`src/rtl/bsc_pkg.sv`:
```
// Shared types, constants and the divider step for the compensation core.
`default_nettype none
package bsc_pkg;

   localparam int DivBits = 64;
   localparam logic signed [32:0] FINE_OFFSET = 33'sd128000;
   localparam logic [20:0] PRESS_BASE = 21'h100000;
   localparam logic [11:0] NUM_SCALE = 12'd3125;
   localparam logic [63:0] X1_BIAS = 64'h0000_8000_0000_0000;
   localparam logic [31:0] ROUND_HALF = 32'd128;

   typedef enum logic [1:0] {
      CSR_TEMP,
      CSR_PRESS_A,
      CSR_PRESS_B,
      CSR_PRESS_C
   } csr_index_type;

   typedef struct packed {
      logic [47:0] temp;
      logic [47:0] press_a;
      logic [47:0] press_b;
      logic [47:0] press_c;
   } coef_type;

   typedef struct packed {
      logic [31:0] temp_centi;
      logic [31:0] fine;
      logic [19:0] raw_press;
   } side_type;

   typedef struct packed {
      logic [30:0] rem;
      logic [DivBits-1:0] word;
      logic [30:0] den;
      logic neg;
      logic invalid;
      side_type side;
   } div_type;

   // one restoring step: numerator bits leave the top of word, quotient bits enter the bottom
   function automatic div_type div_step(input div_type s);
      logic [31:0] r2;
      div_type o;
      o = s;
      r2 = {s.rem, s.word[DivBits-1]};
      if (r2 >= {1'b0, s.den}) begin
         o.rem = 31'(r2 - {1'b0, s.den});
         o.word = {s.word[DivBits-2:0], 1'b1};
      end else begin
         o.rem = r2[30:0];
         o.word = {s.word[DivBits-2:0], 1'b0};
      end
      return o;
   endfunction

endpackage
`default_nettype wire

```
`src/rtl/bsc_temp.sv`:
```
// Temperature path: fine temperature and hundredths of a degree, four stages.
`default_nettype none
module bsc_temp import bsc_pkg::*; (
   input  logic        clock,
   input  logic        reset,
   input  logic        en,
   input  logic        in_valid,
   input  logic [19:0] raw_temperature,
   input  logic [19:0] raw_pressure,
   input  coef_type    coef,
   output logic        out_valid,
   output side_type    side_out
);

   logic [15:0] t1;
   logic signed [15:0] t2, t3;
   assign t1 = coef.temp[15:0];
   assign t2 = $signed(coef.temp[31:16]);
   assign t3 = $signed(coef.temp[47:32]);

   logic [3:0] vld_ff;

   // stage 1
   logic signed [17:0] a_in, d_in;
   logic signed [33:0] at2_in;
   logic signed [35:0] dd_in;
   logic [31:0] at2_ff, dd_ff;
   logic [19:0] rp1_ff, rp2_ff, rp3_ff;
   assign a_in = $signed({1'b0, raw_temperature[19:3]}) - $signed({1'b0, t1, 1'b0});
   assign d_in = $signed({2'b0, raw_temperature[19:4]}) - $signed({2'b0, t1});
   assign at2_in = a_in * t2;
   assign dd_in = d_in * d_in;

   // stage 2
   logic signed [31:0] v1_in, d2_in;
   logic signed [35:0] dt3_in;
   logic [31:0] v1_ff, dt3_ff;
   assign v1_in = $signed(at2_ff) >>> 11;
   assign d2_in = $signed(dd_ff) >>> 12;
   assign dt3_in = $signed(d2_in[19:0]) * t3;

   // stage 3
   logic signed [31:0] v2_w;
   logic [31:0] fine_in, fine_ff;
   assign v2_w = $signed(dt3_ff) >>> 14;
   assign fine_in = v1_ff + v2_w;

   // stage 4: (fine * 5 + 128) >>> 8
   logic [31:0] f5_w;
   logic signed [31:0] tc_in;
   assign f5_w = {fine_ff[29:0], 2'b0} + fine_ff + ROUND_HALF;
   assign tc_in = $signed(f5_w) >>> 8;

   always_ff @(posedge clock) begin
      if (reset) begin
         vld_ff <= '0;
      end else if (en) begin
         vld_ff <= {vld_ff[2:0], in_valid};
      end
   end

   always_ff @(posedge clock) begin
      if (en) begin
         at2_ff <= at2_in[31:0];
         dd_ff <= dd_in[31:0];
         rp1_ff <= raw_pressure;
         v1_ff <= v1_in;
         dt3_ff <= dt3_in[31:0];
         rp2_ff <= rp1_ff;
         fine_ff <= fine_in;
         rp3_ff <= rp2_ff;
         side_out.temp_centi <= tc_in;
         side_out.fine <= fine_ff;
         side_out.raw_press <= rp3_ff;
      end
   end

   assign out_valid = vld_ff[3];

endmodule
`default_nettype wire

```
`config.mk`:
```
export PLATFORM = sky130hd
export DESIGN_NAME = bsc_temp
export DESIGN_NICKNAME = d
export VERILOG_FILES = /design/src/rtl/bsc_pkg.sv /design/src/rtl/bsc_temp.sv
export SDC_FILE = /design/constraint.sdc
export NUM_CORES = 2
export LEC_CHECK = 0
export ABC_AREA = 1
export BUFFER_PORTS_ARGS = -buffer_cell sky130_fd_sc_hd__buf_4
export CORE_MARGIN = 2
export CORE_UTILIZATION = 59
export CTS_CLUSTER_DIAMETER = 200
export DETAILED_ROUTE_END_ITERATION = 16
export PLACE_DENSITY = 0.76
export SLEW_MARGIN = 40
export SYNTH_ARGS = -nofsm -noshare
export SYNTH_HDL_FRONTEND = slang
export SYNTH_SLANG_ARGS = --single-unit
```
`constraint.sdc`:
```
create_clock -name clock -period 13.55 [get_ports clock]
set_input_delay 1.355 -clock clock [delete_from_list [all_inputs] [get_ports clock]]
set_output_delay 1.355 -clock clock [all_outputs]
set_load 0.01 [all_outputs]
```
==> impl_metrics.ini <==
[finish]
drive_gt1_frac = 0.06168
synthToLayoutAreaGrowth_pct = 6.636
n_fill_cell = 5702
nets = 6022

[yosys]
synth_warnings = 0
async_flop_share = 0
synth_area_per_cell_um2 = 8.977
yosysSeqAreaShare = 0.1684
yosysMostFrequentCell = inv_1
synth.top_cell.area_share = 0.3972
synth-edff-count = 228
synth_top_flop_cell = edfxtp_1
synth_cell_type_count = 56
synth_common_cells = 1206 x inv_1, 893 x nand2_1, 816 x fa_1
netlist_instances = 4581
yosys-top-cells-area = fa_1 40%, edfxtp_1 17%, inv_1 11%
postSynthRegisterBits = 232
synth_top_area_cell = fa_1
syn_nets = 5949
netlist_area_um2 = 41130

[setup_path]
crit_path_end_kind = register
worst-path-buf-inv = 9
crit_top_cell = nand2_1
r2r_end = dt3_ff[26]
cp-start-kind = input port
worst_path_largest_cell_delay_ns = 0.67
critPathArrivalTime_ns = 9.11
reg2reg_from = dd_ff[29]
cp_data_required_time_ns = 13.80
crit_type = in2reg
critPathCapture = at2_ff[31]
crit_fanout = 20
crit_family = adder cells
crit_slowest_cell = fa_1
worst_r2r_path_depth = 20
worst-path-stages = 32
r2r_slack_ns = 7.25
cp-startpoint = raw_temperature[4]

[grt]
grt_use_total = 0.2730
grt_max_degree = 93
grt_pass1_vias = 31530
antenna_found_initial = 1
grt_overflow = 0
grt_pass1_wl_um = 155000

[cts]
path_clk_slew_ns = 0.08
cts_setup_buffers = 0
holdBufCountCts = 0
cts_buffers = 24
cts.repair.resized = 0
cts.sinks = 232
cts_tree = built
cts_buffer_depth = 3
clock_latency_ns = 0.55
h-tree-depth = 1
clock-root-buffer = clkbuf_16

[die]
row_count = 96
start_util = 0.5975
die_w_um = 268.0
dieArea_um2 = 71830
die_height_um = 268.0
coreArea_um2 = 68830
io_pins = 321

[sta]
fmax_mhz = 112.9
rsz0062_at_grt = no
skew_ns = 0.02443
worst_pin_slew_ns = 0.8914
setup_violations = 0
period_minus_slack_ns = 8.859
fin_crit_sh = 0.6538
fin_setup_tns_ns = 0
hold_violations = 0
drv_slew = 0
relSlewSlack = 0.4057

[route]
dr.first_iter.drc_count = 2210
wl_um = 93240
dr.pass1.iters = 6
viasPerCell = 5.331
vias = 29860
drc = 0
final_antenna_net_count = 0
wl_per_cell_um = 16.65

[min_path]
hold_class = reg2reg

[place]
gp_congestion = 0.9419
hpwlAfterDp_um = 76200
portBuffers = 173

[run_status]
outcome = complete, no violations

[job]
cap_viol_max_count = 0
==> final cells by class <==
| class | count | area [µm²] | area share |
|---|---|---|---|
| Multi-Input combinational cell | 2988 | 28940 | 0.6598 |
| Sequential cell | 232 | 6927 | 0.1579 |
| Inverter | 1222 | 4594 | 0.1048 |
| Timing Repair Buffer | 186 | 1470 | 0.03352 |
| Tap cell | 931 | 1165 | 0.02656 |
| Clock buffer | 30 | 633.1 | 0.01444 |
| Clock inverter | 11 | 126.4 | 0.002882 |
| Antenna cell | 1 | 2.502 | 0.00005706 |
==> worst min path at each step <==
stage	cells after the start	endpoint	slack (ns)	start
2_1_floorplan	0	rp2_ff[0]	0.40	rp1_ff[0]
3_3_place_gp	0	rp3_ff[6]	0.40	rp2_ff[6]
3_5_place_dp	0	rp2_ff[7]	0.40	rp1_ff[7]
4_1_cts	0	rp3_ff[16]	0.42	rp2_ff[16]
5_1_grt	0	side_out[3]	0.42	rp3_ff[3]
6_report	0	rp3_ff[12]	0.41	rp2_ff[12]
==> per-stage QoR <==
| step | cell area [µm²] | hold slack (ns) | util | worst slack, ns | instances |
|---|---|---|---|---|---|
| finish | 43850 | 0.4089 | 0.6372 | 4.691 | 5601 |
| global route | 43850 | 0.4206 | 0.6371 | 4.338 | 5600 |
| CTS | 43820 | 0.4153 | 0.6367 | 4.759 | 5598 |
| detailed placement | 43060 | 0.4045 | 0.6257 | 4.207 | 5557 |
| global placement | 42970 | 0.4005 | 0.6244 | 4.191 | 5553 |
| floorplan | 41130 | 0.4003 | - | 5.657 | 4581 |
==> cell families after synthesis <==
kind of cell               count (synthesis)  share of synthesized area
adders and majority gates               1132                     0.4934
AOI/OAI and AO/OA                        324                    0.04557
DFF                                      232                     0.1684
and+or+nand+nor                         1406                     0.1370
xor gates and xnor gates                 126                    0.02747
buffers and inverters                   1361                     0.1282
==> flip-flops by register name, summed over array words and instances, names as in the netlist <==
| signal | cells |
|---|---|
| at2_ff | 21 |
| dt3_ff | 18 |
| v1_ff | 21 |
| dd_ff | 20 |
| rp1_ff | 20 |
| rp3_ff | 20 |
| fine_ff | 22 |
| side_out | 66 |
| rp2_ff | 20 |
| vld_ff | 4 |
==> cells in the final DEF (no fill, tap or decap), types with 23 or more instances in the layout <==
| master | n |
|---|---|
| nor3_1 | 23 |
| o21ai_0 | 77 |
| xor2_1 | 89 |
| clkbuf_16 | 24 |
| xnor2_1 | 35 |
| ha_1 | 316 |
| inv_1 | 1202 |
| nand2_1 | 891 |
| fa_1 | 815 |
| buf_4 | 178 |
| a21oi_1 | 150 |
| or2_2 | 23 |
| nor2_1 | 322 |
| a21o_1 | 23 |
| nand3_1 | 95 |
| edfxtp_1 | 228 |
==> routing by layer <==
layer,vias up,track usage,share of wire
li1,13710,-,-
met1,14840,0.3583,0.40
met2,1088,0.4715,0.49
met3,213,0.03583,0.069
met4,0,0.08984,0.035
met5,-,0,0
Power is left out: the tool's default activity adds up to more than one toggle a clock period on the data nets, which glitch-free logic cannot reach.
